[src/sv/gcode_line_prefilter_defines.svh]
// Assertion macros used by the G-code line prefilter top level.
`ifndef GCODE_LINE_PREFILTER_DEFINES_SVH
`define GCODE_LINE_PREFILTER_DEFINES_SVH

// Same-cycle implication, clocked on clk_i and disabled while rst_ni is low
`define GLP_ASSERT_IMP(lbl, ante, cons, msg) \
  lbl: assert property (@(posedge clk_i) disable iff (!rst_ni) (ante) |-> (cons)) \
    else $error(msg);

// Next-cycle implication, clocked on clk_i and disabled while rst_ni is low
`define GLP_ASSERT_NXT(lbl, ante, cons, msg) \
  lbl: assert property (@(posedge clk_i) disable iff (!rst_ni) (ante) |=> (cons)) \
    else $error(msg);

`endif

[src/sv/glp_pkg.sv]
// Types and constants of the G-code line prefilter.
`default_nettype none

package glp_pkg;

  // Characters recognised by the filter
  localparam logic [7:0] CH_LF     = 8'h0a;
  localparam logic [7:0] CH_CR     = 8'h0d;
  localparam logic [7:0] CH_SPACE  = 8'h20;
  localparam logic [7:0] CH_DOLLAR = 8'h24;
  localparam logic [7:0] CH_LPAREN = 8'h28;
  localparam logic [7:0] CH_RPAREN = 8'h29;
  localparam logic [7:0] CH_SLASH  = 8'h2f;
  localparam logic [7:0] CH_SEMI   = 8'h3b;
  localparam logic [7:0] CH_LOW_A  = 8'h61;
  localparam logic [7:0] CH_LOW_Z  = 8'h7a;
  localparam logic [7:0] CH_IDLE   = 8'hff;
  localparam logic [7:0] CASE_OFS  = 8'h20;

  // Result kinds
  localparam logic [1:0] KIND_EMPTY    = 2'd0;
  localparam logic [1:0] KIND_SYSTEM   = 2'd1;
  localparam logic [1:0] KIND_GCODE    = 2'd2;
  localparam logic [1:0] KIND_OVERFLOW = 2'd3;

  // Comment modes
  localparam logic [1:0] MODE_NONE  = 2'd0;
  localparam logic [1:0] MODE_PAREN = 2'd1;
  localparam logic [1:0] MODE_SEMI  = 2'd2;

  // What one received byte asks the datapath to do
  typedef enum logic [2:0] {
    ACT_NONE,
    ACT_STORE,
    ACT_EMPTY,
    ACT_LINE,
    ACT_OVF
  } act_e;

  typedef struct packed {
    act_e       act;
    logic       eol;
    logic [1:0] mode_d;
    logic [7:0] chr;
  } filt_t;

endpackage

`default_nettype wire

[src/sv/gcode_line_prefilter.sv]
// Top level of the G-code line prefilter: line store, drain sequencer and output register.
// Received bytes enter on the s_axis side one transaction at a time. A byte that is
// dropped, stored, or that yields a single result (empty line or overflow) is taken on
// its handshake; the next byte is taken in the following cycle unless a single result
// still waits behind a full output register, in which case input holds until that
// register frees. On CR or LF ending a non-empty line the input holds while the line
// is read back from the line store, one character per cycle through its registered read
// port while the output side does not stall; the next byte is taken once the drain ends.
// Each character leaves as one m_axis transaction, tlast on the final one, with the line
// kind on tuser; the kind is system command when the first character is '$' and G-code
// line otherwise.
// The line store needs no clearing pass after reset: only entries below the fill count
// are ever read.
`default_nettype none

module gcode_line_prefilter
  import glp_pkg::*;
#(
  parameter int unsigned LINE_LEN = 64
) (
  input  wire logic        clk_i,
  input  wire logic        rst_ni,
  // tdata fields, lowest bit up: rx_byte[7:0]
  input  wire logic [7:0]  s_axis_tdata_i,
  input  wire logic        s_axis_tvalid_i,
  output logic             s_axis_tready_o,
  // tdata fields, lowest bit up: line_char[7:0]
  output logic [7:0]       m_axis_tdata_o,
  // tuser fields, lowest bit up: line_kind[1:0]
  output logic [1:0]       m_axis_tuser_o,
  output logic             m_axis_tvalid_o,
  input  wire logic        m_axis_tready_i,
  // tlast: last
  output logic             m_axis_tlast_o
);

`include "gcode_line_prefilter_defines.svh"

  localparam int unsigned CW = $clog2(LINE_LEN);

  localparam logic [1:0] ST_IDLE  = 2'd0;
  localparam logic [1:0] ST_HOLD  = 2'd1;
  localparam logic [1:0] ST_DRAIN = 2'd2;

  logic [1:0]    state_q, state_d;
  logic [1:0]    mode_q;
  logic [CW-1:0] cnt_q;
  logic          flushed_q;
  logic          first_sys_q;

  logic [CW-1:0] drain_cnt_q;
  logic [CW-1:0] rd_addr_q;
  logic [CW-1:0] rd_idx_q;
  logic          rd_vld_q;
  logic [1:0]    line_kind_q;
  logic [1:0]    pend_kind_q;

  logic          out_vld_q;
  logic [7:0]    out_char_q;
  logic [1:0]    out_kind_q;
  logic          out_last_q;

  filt_t         filt;
  logic          in_acc;
  logic          out_free;
  logic          single_res;
  logic          issue_left;
  logic          rd_issue;
  logic          take_rd;
  logic          ram_we;
  logic [7:0]    ram_rdata;

  // Classify the incoming byte against the current line state
  glp_filter #(
    .LINE_LEN (LINE_LEN)
  ) u_filter (
    .byte_i    (s_axis_tdata_i),
    .mode_i    (mode_q),
    .count_i   (cnt_q),
    .flushed_i (flushed_q),
    .filt_o    (filt)
  );

  // Line store
  glp_ram #(
    .WIDTH (8),
    .DEPTH (LINE_LEN)
  ) u_store (
    .clk_i   (clk_i),
    .we_i    (ram_we),
    .waddr_i (cnt_q),
    .wdata_i (filt.chr),
    .re_i    (rd_issue),
    .raddr_i (rd_addr_q),
    .rdata_o (ram_rdata)
  );

  assign s_axis_tready_o = (state_q == ST_IDLE);
  assign in_acc          = s_axis_tvalid_i && s_axis_tready_o;
  assign out_free        = !out_vld_q || m_axis_tready_i;
  assign single_res      = in_acc && ((filt.act == ACT_EMPTY) || (filt.act == ACT_OVF));
  assign ram_we          = in_acc && (filt.act == ACT_STORE);

  // Drain pipeline: one read in flight, next read only when its slot frees
  assign issue_left = (rd_addr_q != drain_cnt_q);
  assign take_rd    = (state_q == ST_DRAIN) && rd_vld_q && out_free;
  assign rd_issue   = (state_q == ST_DRAIN) && issue_left && (!rd_vld_q || take_rd);

  // Sequencer
  always_comb begin
    state_d = state_q;
    unique case (state_q)
      ST_IDLE: begin
        if (in_acc && (filt.act == ACT_LINE)) begin
          state_d = ST_DRAIN;
        end else if (single_res && !out_free) begin
          state_d = ST_HOLD;
        end
      end
      ST_HOLD: begin
        if (out_free) begin
          state_d = ST_IDLE;
        end
      end
      ST_DRAIN: begin
        if (!issue_left && (!rd_vld_q || take_rd)) begin
          state_d = ST_IDLE;
        end
      end
      default: state_d = ST_IDLE;
    endcase
  end

  always_ff @(posedge clk_i or negedge rst_ni) begin
    if (!rst_ni) begin
      state_q <= ST_IDLE;
    end else begin
      state_q <= state_d;
    end
  end

  // Update line state on each accepted byte
  always_ff @(posedge clk_i or negedge rst_ni) begin
    if (!rst_ni) begin
      mode_q    <= MODE_NONE;
      cnt_q     <= '0;
      flushed_q <= 1'b0;
    end else if (in_acc) begin
      mode_q <= filt.mode_d;
      if (filt.eol) begin
        cnt_q     <= '0;
        flushed_q <= 1'b0;
      end else if (filt.act == ACT_OVF) begin
        cnt_q     <= '0;
        flushed_q <= 1'b1;
      end else if (filt.act == ACT_STORE) begin
        cnt_q     <= cnt_q + 1'b1;
        flushed_q <= 1'b0;
      end
    end
  end

  // Remember whether the line opens with '$'
  always_ff @(posedge clk_i) begin
    if (ram_we && (cnt_q == '0)) begin
      first_sys_q <= (filt.chr == CH_DOLLAR);
    end
  end

  // Latch drain length, kind, pending single result and read index
  always_ff @(posedge clk_i) begin
    if (in_acc && (filt.act == ACT_LINE)) begin
      drain_cnt_q <= cnt_q;
      line_kind_q <= first_sys_q ? KIND_SYSTEM : KIND_GCODE;
    end
    if (single_res) begin
      pend_kind_q <= (filt.act == ACT_OVF) ? KIND_OVERFLOW : KIND_EMPTY;
    end
    if (rd_issue) begin
      rd_idx_q <= rd_addr_q;
    end
  end

  // Read address and read-data valid
  always_ff @(posedge clk_i or negedge rst_ni) begin
    if (!rst_ni) begin
      rd_addr_q <= '0;
      rd_vld_q  <= 1'b0;
    end else begin
      if (in_acc && (filt.act == ACT_LINE)) begin
        rd_addr_q <= '0;
      end else if (rd_issue) begin
        rd_addr_q <= rd_addr_q + 1'b1;
      end
      if (rd_issue) begin
        rd_vld_q <= 1'b1;
      end else if (take_rd) begin
        rd_vld_q <= 1'b0;
      end
    end
  end

  // Output register: valid
  always_ff @(posedge clk_i or negedge rst_ni) begin
    if (!rst_ni) begin
      out_vld_q <= 1'b0;
    end else if (take_rd || (single_res && out_free) ||
                 ((state_q == ST_HOLD) && out_free)) begin
      out_vld_q <= 1'b1;
    end else if (m_axis_tready_i) begin
      out_vld_q <= 1'b0;
    end
  end

  // Output register: payload
  always_ff @(posedge clk_i) begin
    if (take_rd) begin
      out_char_q <= ram_rdata;
      out_kind_q <= line_kind_q;
      out_last_q <= (rd_idx_q == (drain_cnt_q - 1'b1));
    end else if (single_res && out_free) begin
      out_char_q <= 8'h00;
      out_kind_q <= (filt.act == ACT_OVF) ? KIND_OVERFLOW : KIND_EMPTY;
      out_last_q <= 1'b1;
    end else if ((state_q == ST_HOLD) && out_free) begin
      out_char_q <= 8'h00;
      out_kind_q <= pend_kind_q;
      out_last_q <= 1'b1;
    end
  end

  assign m_axis_tvalid_o = out_vld_q;
  assign m_axis_tdata_o  = out_char_q;
  assign m_axis_tuser_o  = out_kind_q;
  assign m_axis_tlast_o  = out_last_q;

  // Checks
  `GLP_ASSERT_IMP(a_no_write_in_drain, ram_we, !rd_issue && (state_q == ST_IDLE), "line store written while draining")
  `GLP_ASSERT_IMP(a_read_in_range, rd_issue, rd_addr_q < drain_cnt_q, "line store read beyond fill count")
  `GLP_ASSERT_NXT(a_ovf_clears, in_acc && (filt.act == ACT_OVF), (cnt_q == '0) && flushed_q, "overflow did not flush the line")
  `GLP_ASSERT_NXT(a_last_ends_drain, take_rd && (rd_idx_q == (drain_cnt_q - 1'b1)), state_q == ST_IDLE, "drain did not end after final character")

endmodule

`default_nettype wire

[src/sv/glp_ram.sv]
// Generic single-write, single-read RAM with registered read data.
`default_nettype none

module glp_ram #(
  parameter int unsigned WIDTH = 8,
  parameter int unsigned DEPTH = 64
) (
  input  wire logic                     clk_i,
  input  wire logic                     we_i,
  input  wire logic [$clog2(DEPTH)-1:0] waddr_i,
  input  wire logic [WIDTH-1:0]         wdata_i,
  input  wire logic                     re_i,
  input  wire logic [$clog2(DEPTH)-1:0] raddr_i,
  output logic      [WIDTH-1:0]         rdata_o
);

  logic [WIDTH-1:0] mem_q [DEPTH];

  // Write port
  always_ff @(posedge clk_i) begin
    if (we_i) begin
      mem_q[waddr_i] <= wdata_i;
    end
  end

  // Registered read port, data holds while no read is issued
  always_ff @(posedge clk_i) begin
    if (re_i) begin
      rdata_o <= mem_q[raddr_i];
    end
  end

endmodule

`default_nettype wire

[src/sv/glp_filter.sv]
// Byte classifier: comment tracking, dropping, case folding and overflow check.
`default_nettype none

module glp_filter
  import glp_pkg::*;
#(
  parameter int unsigned LINE_LEN = 64
) (
  input  wire logic [7:0]                  byte_i,
  input  wire logic [1:0]                  mode_i,
  input  wire logic [$clog2(LINE_LEN)-1:0] count_i,
  input  wire logic                        flushed_i,
  output filt_t                            filt_o
);

  localparam int unsigned CW = $clog2(LINE_LEN);
  localparam logic [CW-1:0] COUNT_MAX = CW'(LINE_LEN - 1);

  logic is_eol;
  logic is_lower;

  assign is_eol   = (byte_i == CH_LF) || (byte_i == CH_CR);
  assign is_lower = (byte_i >= CH_LOW_A) && (byte_i <= CH_LOW_Z);

  // Decide the action for one byte
  always_comb begin
    filt_o.act    = ACT_NONE;
    filt_o.eol    = 1'b0;
    filt_o.mode_d = mode_i;
    filt_o.chr    = is_lower ? (byte_i - CASE_OFS) : byte_i;
    if (byte_i == CH_IDLE) begin
      filt_o.act = ACT_NONE;
    end else if (is_eol) begin
      filt_o.eol    = 1'b1;
      filt_o.mode_d = MODE_NONE;
      if (count_i != '0) begin
        filt_o.act = ACT_LINE;
      end else if (!flushed_i) begin
        filt_o.act = ACT_EMPTY;
      end
    end else if (mode_i != MODE_NONE) begin
      // inside a comment only ')' can end a parenthesis comment
      if ((byte_i == CH_RPAREN) && (mode_i == MODE_PAREN)) begin
        filt_o.mode_d = MODE_NONE;
      end
    end else if ((byte_i <= CH_SPACE) || (byte_i == CH_SLASH)) begin
      filt_o.act = ACT_NONE;
    end else if (byte_i == CH_LPAREN) begin
      filt_o.mode_d = MODE_PAREN;
    end else if (byte_i == CH_SEMI) begin
      filt_o.mode_d = MODE_SEMI;
    end else if (count_i >= COUNT_MAX) begin
      filt_o.act    = ACT_OVF;
      filt_o.mode_d = MODE_NONE;
    end else begin
      filt_o.act = ACT_STORE;
    end
  end

endmodule

`default_nettype wire

[config.mk]
export PLATFORM = sky130hd
export DESIGN_NAME = gcode_line_prefilter
export DESIGN_NICKNAME = d
export VERILOG_FILES = /design/src/sv/glp_pkg.sv /design/src/sv/gcode_line_prefilter.sv /design/src/sv/glp_ram.sv /design/src/sv/glp_filter.sv
export VERILOG_INCLUDE_DIRS = /design/src /design/src/sv
export SDC_FILE = /design/constraint.sdc
export NUM_CORES = 1
export LEC_CHECK = 0
export CAP_MARGIN = 15
export CORE_UTILIZATION = 30
export DETAILED_ROUTE_END_ITERATION = 8
export DONT_BUFFER_PORTS = 1
export GPL_ROUTABILITY_DRIVEN = 0
export PLACE_DENSITY_LB_ADDON = 0.1
export SETUP_SLACK_MARGIN = 0.5
export SLEW_MARGIN = 10
export SYNTH_ARGS = -nofsm -noshare
export SYNTH_HDL_FRONTEND = slang
export SYNTH_HIERARCHICAL = 1
export SYNTH_SLANG_ARGS = --single-unit
[constraint.sdc]
create_clock -name clk_i -period 4.5 [get_ports clk_i]
set_input_delay 0.675 -clock clk_i [delete_from_list [all_inputs] [get_ports clk_i]]
set_output_delay 0.675 -clock clk_i [all_outputs]
set_load 0.03 [all_outputs]
==> results.md, run 1 <==
* Synthesized area at 0.0228 mm^2
* Vias in the first global route at 11,800
* Critical Path End Type: register
* Total number of vias at 11,400
* CTS tree: done
* Final wirelength at 58,600 um
* Crit-path max FO at 7
* Transition time at the pin with the least slew margin at 1.06 ns
* Multi-input logic area at 0.00548 mm^2
* Gates resized, CTS repair at 0
* EDFF count, synth at 547
* Initial Util at 0.305
* Worst Path Required at 4.82 ns
* Syn-to-layout area delta at 16.3%
* Post-Synth Adder-Cell Area at 0.00329
* Initial antenna violation count at 0
* CTS Buf Count at 58
* H-Tree Depth at 2
* Final Util at 0.355
* Wire per inst at 25.4 um
* Total track usage at 0.154
* Fin crit share at 0.756
* Clk sink count at 566
* Syn nets at 1,195
* Row cnt at 100
* Filler cells at 6,967
* Final setup TNS at 0 ns
* Post-synthesis sequential area ratio at 0.741
* Gate Count Post-Synth at 1,177
* Crit start category: register
* Compound-Gate Fraction of Synth Area at 0.0293
* Outcome: completed
* CTS max path bufs at 3
* Worst clock skew at 0.0143 ns
* Slew Viols, Final at 0
* Setup slack at placement at 0.681 ns
* Antenna-violating nets left at 0
* Setup WS post-layout at 1.10 ns
* Max transition margin at 0.278
* Synth Register Bits at 566
* DP Wirelength at 36,300 um
* Residual DRC count at 0
* IO Pins at 25
* Register area at 0.0169 mm^2
* Largest net degree at the start of global routing at 76
* Top FF cell, synth: edfxtp_1
* Die height at 278 um
* First-pass iteration count of the detailed router at 5
* Mux share of post-synthesis cell area at 0.143
* First-pass GRT wire length at 86,400 um
* Post-Synth XOR/XNOR Area at 0.00844
* Synth Area in Simple Gates at 0.0550
* CP arrival at 3.72 ns
* Reg2reg setup slack at 1.10 ns
* Max-cap check violation count at 0
* Largest family of logic cells by synthesized area: multiplexers
* Clk slew on worst S/H paths at 0.06 ns
* Final setup fails at 0
* Share of layout cells above drive strength 1 at 0.273
* Core Region at 0.0748 mm^2
* Die ar. at 0.0772 mm^2
* Root Driver: clkbuf_16
* Distinct cells, synth at 73
* Number of warnings issued by yosys at 6
* Peak VDD IR at 0.000278 V
* Die W at 278 um
* # port buffers at 0
* Hold WS at 0.176 ns
* Fmax at 294 MHz
* PD cells at 541 mW/mm^2
* Crit path kind: reg2reg
* Endpoints failing hold at 0
* DR iter-0 viols at 956
* Worst Hold Class: in2reg
* Ys async rst share at 0.0336
* RSZ-0062 raised after global routing: false
* DR vias/cell at 4.96
* Nets at 1,308
* Overflow after GRT at 0
* Power, Total at 14,400 uW
* Leak at 0.00835 uW
* Clk_lat worst skew at 0.61 ns
* Fin crit period at 3.40 ns
* Syn_area_per_cell at 19.4 um^2
[cells by family (layout without fill, tap and decap cells)]
group,Yosys count,in the layout
xor gates and xnor gates,22,22
and+or+nand+nor,250,250
muxes,167,167
DFF,566,566
buffers and inverters,77,237
other,0,1
adders and majority gates,6,6
AOI/OAI and AO/OA,89,89
[cell usage after synthesis (all sizes together) (2+ instances only)]
cell type    n  area (um^2)
nand2       37          139
and2         9         56.3
nor2       101          379
nor2b       15         93.8
or4b         2         23.8
o2111ai      3         26.3
o221ai       8         70.1
xor2         6         52.6
a22oi        3         22.5
nor3        13         81.3
o221a        2         22.5
a21o         4         31.3
o32ai        2         17.5
mux2i       26          260
nand4b       4         35.0
o21ai        9         48.8
o41ai        4         35.0
nand2b       9         56.3
dfrtp       19          475
inv         12         45.0
nor4b        3         26.3
buf         44          330
xnor2       16          140
o2bb2ai      4         35.0
or3          5         41.3
ha           6         75.1
a2111oi      2         17.5
nand3       20          100
a31oi        2         12.5
nor3b        2         15.0
o21a         5         37.5
a211oi       5         37.5
clkbuf      20         75.1
mux2        15          169
nand4       10         62.6
o22ai       10         68.8
nor4         6         37.5
and3         3         18.8
nand3b       3         22.5
a221oi       7         61.3
edfxtp     547        16400
a21oi       12         63.8
mux4       126         2840
[repair_timing]
item                                   CTS  global route
endpoints found under the hold margin   19             0
hold buffers                             1             0
setup buffers                            0             0
[worst max-delay path, stage by stage (launching register included)]
cell and delay [ns]:
dfrtp_1 0.37, or4_1 0.53, nor3_1 0.30, a21oi_1 0.26
nand2b_1 0.27, nor3_4 0.38, nor2b_1 0.31, nand2_1 0.13
buf_4 0.18, nor2_1 0.19, buf_4 0.19
[registers in the layout, indices dropped and copies added, names as in the netlist]
name,cells
u_store/mem_q,512
m_axis_tuser_o,2
drain_cnt_q,6
line_kind_q,2
cnt_q,6
pend_kind_q,1
first_sys_q,1
u_store/rdata_o,8
state_q,2
m_axis_tlast_o,1
rd_vld_q,1
flushed_q,1
rd_addr_q,6
rd_idx_q,6
m_axis_tvalid_o,1
mode_q,2
m_axis_tdata_o,8
[through the flow]
step                cells  area [um^2]
floorplan            1177        22800
global placement     2198        24600
detailed placement   2198        24600
CTS                  2306        26500
global route         2306        26500
finish               2307        26500
[report_power, final]
group / total, uW / switching [uW] / internal (uW)
clock: 5000 / 2040 / 2960
sequential: 6190 / 228 / 5960
combinational: 3160 / 1750 / 1420
[layer usage]
metal / vias to the layer above / GRT usage / part of all wire
met2: 229 / 0.249 / 0.47
li1: 5022 / - / -
met4: 0 / 0.0370 / 0.020
met5: - / 0 / 0
met1: 6104 / 0.218 / 0.47
met3: 80 / 0.0222 / 0.038
[layout make-up]
class	count	share of cell area
Antenna cell	1	0.0000943
Clock buffer	67	0.0568
Clock inverter	40	0.0172
Inverter	13	0.00203
Multi-Input combinational cell	534	0.206
Sequential cell	566	0.637
Tap cell	969	0.0457
Timing Repair Buffer	117	0.0346
[worst paths after layout]
kind	startpoint	endpoint	cells after the start
min reg2reg	first_sys_q	line_kind_q[0]	0
max	cnt_q[3]	u_store/mem_q[56][0]	10
max reg2reg	cnt_q[3]	u_store/mem_q[56][0]	10
min in group asynchronous	rst_ni	m_axis_tvalid_o	1
min	s_axis_tdata_i[4]	u_store/mem_q[33][4]	0
max in group asynchronous	rst_ni	rd_addr_q[0]	1
[placed cells by master, fill, tap and decap left out, types with 16 or more instances in the layout]
master / count
clkbuf_16: 59
edfxtp_1: 547
mux2i_1: 26
xnor2_1: 16
nand2_1: 37
nor2_1: 100
buf_4: 113
mux4_2: 126
nand3_1: 20
Note: power is estimated with default switching activity, not from simulation.
==> inputs of run 2 (changes only) <==
==> constraint.sdc (replaced) <==
create_clock -name clk_i -period 3.3 [get_ports clk_i]
set_input_delay 0.495 -clock clk_i [delete_from_list [all_inputs] [get_ports clk_i]]
set_output_delay 0.495 -clock clk_i [all_outputs]
set_load 0.03 [all_outputs]
==> results.md, run 2 (synthesized netlist as in run 1, its figures left out) <==
* IO Pins at 25 (unchanged)
* Worst Path Required at 3.60 ns (-1.22 ns)
* Share of layout cells above drive strength 1 at 0.378 (+0.105)
* Worst r2r dst: u_store/mem_q[38][7]
* Biggest register: u_store/mem_q
* First-pass GRT wire length at 88,100 um (+2.0%)
* Slew Viols, Final at 0 (unchanged)
* Peak VDD IR at 0.000451 V (+62%)
* Endpoints failing hold at 0 (unchanged)
* Cells along the critical path: or4_4 > nor3_4 > buf_6 > a21oi_4 > nand2b_4 > nor3_4 > nor2b_4 > buf_12 > nand3_4 > buf_12 > nor2_4
* Overflow after GRT at 0 (unchanged)
* Final setup fails at 0 (unchanged)
* Hold path start: s_axis_tdata_i[2]
* Fin crit period at 2.88 ns (-0.522 ns)
* PD cells at 745 mW/mm^2 (+38%)
* Internal power at 15,000 uW (+45%)
* DP Wirelength at 37,300 um (+2.8%)
* Crit-path max FO at 8 (+1)
* Commonest cells after routing, fill and taps aside: edfxtp_1 (547), mux4_2 (126), buf_4 (75)
* Clock power frac at 0.329 (-0.019)
* Fin crit share at 0.873 (+0.117)
* Routing usage on met2 at 0.254 (+0.00577)
* Antenna cells at 0 (-1)
* Worst Hold End: first_sys_q
* Reg2reg setup slack at 0.42 ns (-0.68 ns)
* Final setup TNS at 0 ns (unchanged)
* Sequential fraction of design power at 0.395 (-0.036)
* Worst R2R Start: cnt_q[3]
* Largest net degree at the start of global routing at 65 (-14%)
* DR vias/cell at 4.95 (-0.15%)
* Max-cap check violation count at 0 (unchanged)
* Residual DRC count at 0 (unchanged)
* Sw Ratio at 0.293 (+0.0136)
* Fmax at 347 MHz (+18%)
* Clk slew on worst S/H paths at 0.06 ns (about the same)
* Core Region at 0.0748 mm^2 (unchanged)
* Max FFs per register at 512 (unchanged)
* Clk_lat worst skew at 0.64 ns (+0.03 ns)
* Grt peak-use layer: met2
* Comb pwr share at 0.276 (+0.055)
* CTS max path bufs at 3 (unchanged)
* Syn-to-layout area delta at 24.5%
* CP arrival at 3.18 ns (-0.54 ns)
* Final Util at 0.380 (+0.0249)
* Root Driver: clkbuf_16
* Final instance area at 0.0284 mm^2 (+7.0%)
* Sw Pwr at 6200 uW (+55%)
* GR Util met1 at 0.222 (+0.00405)
* Initial antenna violation count at 2 (+2)
* Hold-critical path depth at 1 (+1)
* Die W at 278 um (unchanged)
* Vias in the first global route at 12,200 (+3.4%)
* Crit path kind: reg2reg
* Total track usage at 0.159 (+0.00521)
* R2r worst-path depth at 11 (+1)
* Outcome: completed
* Worst clock skew at 0.0164 ns (+0.00214 ns)
* Crit-path max cell delay at 0.55 ns (+0.02 ns)
* Total number of vias at 11,700 (+1.9%)
* # port buffers at 0 (unchanged)
* DR iter-0 viols at 941 (-1.6%)
* First-pass iteration count of the detailed router at 5 (unchanged)
* Leak at 0.00894 uW (+7.1%)
* Met3 GRT Util at 0.0227 (+0.000421)
* Row cnt at 100 (unchanged)
* Die height at 278 um (unchanged)
* Critical Path End Type: register
* CP max stage cell: or4_4
* Antenna-violating nets left at 0 (unchanged)
* Initial Util at 0.305 (unchanged)
* H-Tree Depth at 2 (unchanged)
* CTS tree: done
* Die ar. at 0.0772 mm^2 (unchanged)
* Wire per inst at 25.6 um (+0.76%)
* Clk sink count at 566 (unchanged)
* Transition time at the pin with the least slew margin at 1.06 ns (+0.00606 ns)
* DP Area at 0.0249 mm^2 (+1.3%)
* Crit start category: register
* Worst Hold Class: in2reg
* Max transition margin at 0.290 (+0.0120)
* CTS Buf Count at 61 (+5.2%)
* Commonest non-fill, non-tap cell in the layout: edfxtp_1
* RSZ-0062 raised after global routing: true
* Nets at 1,354 (+3.5%)
* Final wirelength at 60,200 um (+2.8%)
[run 2: cell count changes in the layout (fill, tap and decap cells not counted), sizes merged, moves of 3 or more]
| cell | before | now |
|---|---|---|
| buf | 116 | 156 |
| bufbuf | 0 | 3 |
| clkinv | 23 | 26 |
| inv | 13 | 16 |
[run 2: stage by stage]
| step | power, uW | worst slack, ns | cells | hold slack, ns |
|---|---|---|---|---|
| global placement | 13300 | 0.0344 | 2188 | 0.200 |
| floorplan | 11700 | -0.0228 | 1177 | 0.199 |
| finish | 21200 | 0.419 | 2354 | 0.137 |
| global route | 22000 | 0.328 | 2354 | 0.112 |
| detailed placement | 13300 | 0.00436 | 2188 | 0.200 |
| CTS | 21200 | 0.333 | 2343 | 0.102 |
[run 2: layout make-up]
| class | instances | area, um^2 |
|---|---|---|
| well taps | 969 | 1210 |
| clock buffers | 68 | 1550 |
| clock inverters | 44 | 475 |
| inverters | 13 | 53.8 |
| flip-flops and latches | 566 | 16900 |
| fillers | 6790 | 46400 |
| repair buffers | 160 | 1920 |
| multi-input cells | 534 | 6280 |
[run 2: what timing repair did]
action,4_1_cts,5_1_grt
resized for setup,122,45
pin swaps,29,31
hold buffers,6,0
endpoints found under the hold margin,339,0
endpoints found under the setup margin,518,530
gates cloned,4,0
buffers inserted,33,11
[run 2: worst max path at each step]
stage | startpoint | endpoint | slack (ns) | cells after the start
finish | cnt_q[3] | u_store/mem_q[38][7] | 0.42 | 11
floorplan | s_axis_tdata_i[7] | u_store/mem_q[46][0] | -0.02 | 9
global route | cnt_q[3] | u_store/mem_q[38][6] | 0.33 | 11
detailed placement | s_axis_tdata_i[4] | u_store/mem_q[42][2] | 0.004 | 9
CTS | cnt_q[5] | u_store/mem_q[62][2] | 0.33 | 12
global placement | s_axis_tdata_i[4] | u_store/mem_q[42][1] | 0.03 | 9
[run 2: routing by layer]
layer	share of wire	routed length [um]	vias up
met2	0.48	28800	234
li1	-	-	5130
met1	0.46	27800	6207
met5	0	0	-
met4	0.027	1610	0
met3	0.034	2040	79
[run 2: critical path, delay by kind of cell (launching register included)]
family	cells	cell delay (ns)
compound gates	1	0.04
buf+inv	3	0.44
flops	1	0.38
simple gates	7	1.68
[run 2: power by group through the flow]
stage | Clock [uW] | Sequential [uW] | Combinational [uW]
after detailed placement | 0 | 8510 | 4820
after floorplan | 0 | 8410 | 3260
after CTS | 7150 | 8360 | 5730
final | 6960 | 8360 | 5840
after global placement | 0 | 8510 | 4830
after global routing | 7410 | 8390 | 6190
==> inputs of run 3 (changes only) <==
--- a/config.mk
+++ b/config.mk
@@ -18,3 +18,4 @@
 export SYNTH_HDL_FRONTEND = slang
 export SYNTH_HIERARCHICAL = 1
 export SYNTH_SLANG_ARGS = --single-unit
+export TNS_END_PERCENT = 30
==> constraint.sdc (replaced) <==
create_clock -name clk_i -period 2.7 [get_ports clk_i]
set_input_delay 0.405 -clock clk_i [delete_from_list [all_inputs] [get_ports clk_i]]
set_output_delay 0.405 -clock clk_i [all_outputs]
set_load 0.03 [all_outputs]
==> results.md, run 3 (synthesized netlist as in run 1, its figures left out) <==
* Outcome: complete, but fails checks
* Violated checks: setup timing
* DR iter-0 viols at 814 (-13%)
* H-Tree Depth at 3 (+1)
* DP Area at 0.0253 mm^2 (+1.8%)
* # port buffers at 0 (unchanged)
* PD cells at 905 mW/mm^2 (+22%)
* Final wirelength at 59,800 um (-0.69%)
* Peak VDD IR at 0.000377 V (-16%)
* Hold path start: s_axis_tdata_i[2]
* RSZ-0062 raised after global routing: true
* Crit-path max cell delay at 0.55 ns (about the same)
* Final instance area at 0.0284 mm^2 (-0.10%)
* Antenna cells at 0 (unchanged)
* Final Util at 0.379 (-0.000385)
* Fin crit share at 1.07 (+0.193)
* First-pass iteration count of the detailed router at 5 (unchanged)
* CTS Buf Count at 66 (+8.2%)
* Worst R2R Start: cnt_q[5]
* First-pass GRT wire length at 87,900 um (-0.13%)
* Hold-critical path depth at 1 (unchanged)
* Overflow after GRT at 0 (unchanged)
* Max transition margin at 0.350 (+0.0597)
* Worst Hold Class: in2reg
* Final setup fails at 322 (+322)
* Die ar. at 0.0772 mm^2 (unchanged)
* IO Pins at 25 (unchanged)
* Antenna-violating nets left at 0 (unchanged)
* DR vias/cell at 4.95 (about the same)
* R2r worst-path depth at 12 (+1)
* Worst Hold End: first_sys_q
* Crit path kind: reg2reg
* Multi-input logic area at 0.00620 mm^2 (-1.2%)
* Commonest cells after routing, fill and taps aside: edfxtp_1 (547), mux4_2 (126), buf_4 (94)
* Setup WS post-layout at -0.179 ns (-0.598 ns)
* Root Driver: clkbuf_16
* Leak at 0.00895 uW (+0.16%)
* CP max stage cell: or4_4
* Core Region at 0.0748 mm^2 (unchanged)
* CP arrival at 3.19 ns (about the same)
* Reg2reg setup slack at -0.18 ns (-0.60 ns)
* Biggest register: u_store/mem_q
* Initial Util at 0.305 (unchanged)
* Initial antenna violation count at 4 (+2)
* Max FFs per register at 512 (unchanged)
* Residual DRC count at 0 (unchanged)
* Crit start category: register
* CTS max path bufs at 3 (unchanged)
* Fmax at 347 MHz (about the same)
* Cells along the critical path: or4_4 > nor3_4 > buf_4 > buf_4 > buf_6 > o22ai_4 > buf_4 > buf_6 > or3_4 > nor3_4 > o21ai_2 > o21a_1
* Vias in the first global route at 12,300 (+1.1%)
* Wire per inst at 25.2 um (-1.4%)
* Share of layout cells above drive strength 1 at 0.376 (-0.00199)
* Total track usage at 0.158 (-0.000495)
* Clk sink count at 566 (unchanged)
* Nets at 1,373 (+1.4%)
* Final setup TNS at -16.40 ns (-16.40 ns)
* CTS tree: done
* Total number of vias at 11,700 (+0.76%)
* Die height at 278 um (unchanged)
* Transition time at the pin with the least slew margin at 0.966 ns (-0.0952 ns)
* Die W at 278 um (unchanged)
* Clk slew on worst S/H paths at 0.06 ns (about the same)
* Clk_lat worst skew at 0.59 ns (-0.05 ns)
* Hold WS at 0.169 ns (+0.0316 ns)
* Largest net degree at the start of global routing at 65 (unchanged)
* DP Wirelength at 38,100 um (+2.3%)
* Fin crit period at 2.88 ns (-0.00188 ns)
* Critical Path End Type: register
* Endpoints failing hold at 0 (unchanged)
* Row cnt at 100 (unchanged)
* Filler cells at 6,821 (+0.46%)
* Crit-path max FO at 4 (-4)
* Worst clock skew at 0.0164 ns (-0.0000564 ns)
* Syn-to-layout area delta at 24.4%
* Max-cap check violation count at 0 (unchanged)
* Worst r2r dst: m_axis_tuser_o[1]
* Register area at 0.0169 mm^2 (unchanged)
* Commonest non-fill, non-tap cell in the layout: edfxtp_1
* Slew Viols, Final at 0 (unchanged)
* Most Frequent Cell on Critical Path: buf_4
* Worst Path Required at 3.01 ns (-0.59 ns)
-- run 3: cell types whose count changed in the layout (fill, tap and decap cells not counted), sizes merged --
| cell | before | now |
|---|---|---|
| clkbuf | 68 | 84 |
| bufinv | 9 | 4 |
| inv | 16 | 13 |
| buf | 156 | 173 |
| bufbuf | 3 | 0 |
| clkinvlp | 6 | 2 |
-- run 3: power breakdown --
| group | leakage (uW) | switching (uW) | total (uW) | internal [uW] |
|---|---|---|---|---|
| Sequential | 0.00517 | 222 | 10200 | 9940 |
| Combinational | 0.00277 | 3700 | 6920 | 3230 |
| Clock | 0.00102 | 3440 | 8600 | 5170 |
-- run 3: stage by stage --
stage	cells	setup slack [ns]	total power [uW]
3_5_place_dp	2237	-0.521	16600
4_1_cts	2366	-0.148	25900
5_1_grt	2372	-0.250	26700
6_report	2372	-0.179	25700
2_1_floorplan	1177	-0.533	14200
3_3_place_gp	2237	-0.503	16600
-- run 3: worst max path at each step --
| stage | from | end | slack [ns] |
|---|---|---|---|
| final | cnt_q[5] | m_axis_tuser_o[1] | -0.18 |
| after floorplan | s_axis_tdata_i[7] | u_store/mem_q[46][0] | -0.53 |
| after CTS | cnt_q[3] | u_store/mem_q[46][7] | -0.15 |
| after global placement | s_axis_tdata_i[4] | u_store/mem_q[23][5] | -0.50 |
| after global routing | cnt_q[5] | u_store/mem_q[46][3] | -0.25 |
| after detailed placement | s_axis_tdata_i[4] | u_store/mem_q[23][5] | -0.52 |
-- run 3: final cells by class --
cell class	count	share of cell area
sequential	566	0.596
tap	969	0.0427
clock buffer	84	0.0647
clock inverter	32	0.00877
multi-input combinational	534	0.219
inverter	13	0.00190
timing repair buffer	174	0.0674
-- run 3: critical path: cells and delay by family (launching register included) --
| kind | cells | cell delay, ns |
|---|---|---|
| AND/OR/NAND/NOR | 4 | 1.37 |
| buffers and inverters | 5 | 0.59 |
| AO/OA/AOI/OAI | 3 | 0.29 |
| flip-flops | 1 | 0.38 |
-- run 3: layer usage --
metal	up-vias	part of all wire	wire length [um]	GRT usage
met2	220	0.48	28600	0.253
met5	-	0	0	0
met1	6258	0.46	27400	0.220
li1	5166	-	-	-
met4	0	0.028	1700	0.0564
met3	95	0.034	2010	0.0232
-- run 3: what timing repair did --
action                                  CTS  global route
setup buffers                             7             6
hold endpoints to repair                339             0
endpoints found under the setup margin  566           560
hold buffers                              6             0
gates resized for setup                 102            59
pin swaps                                17            33
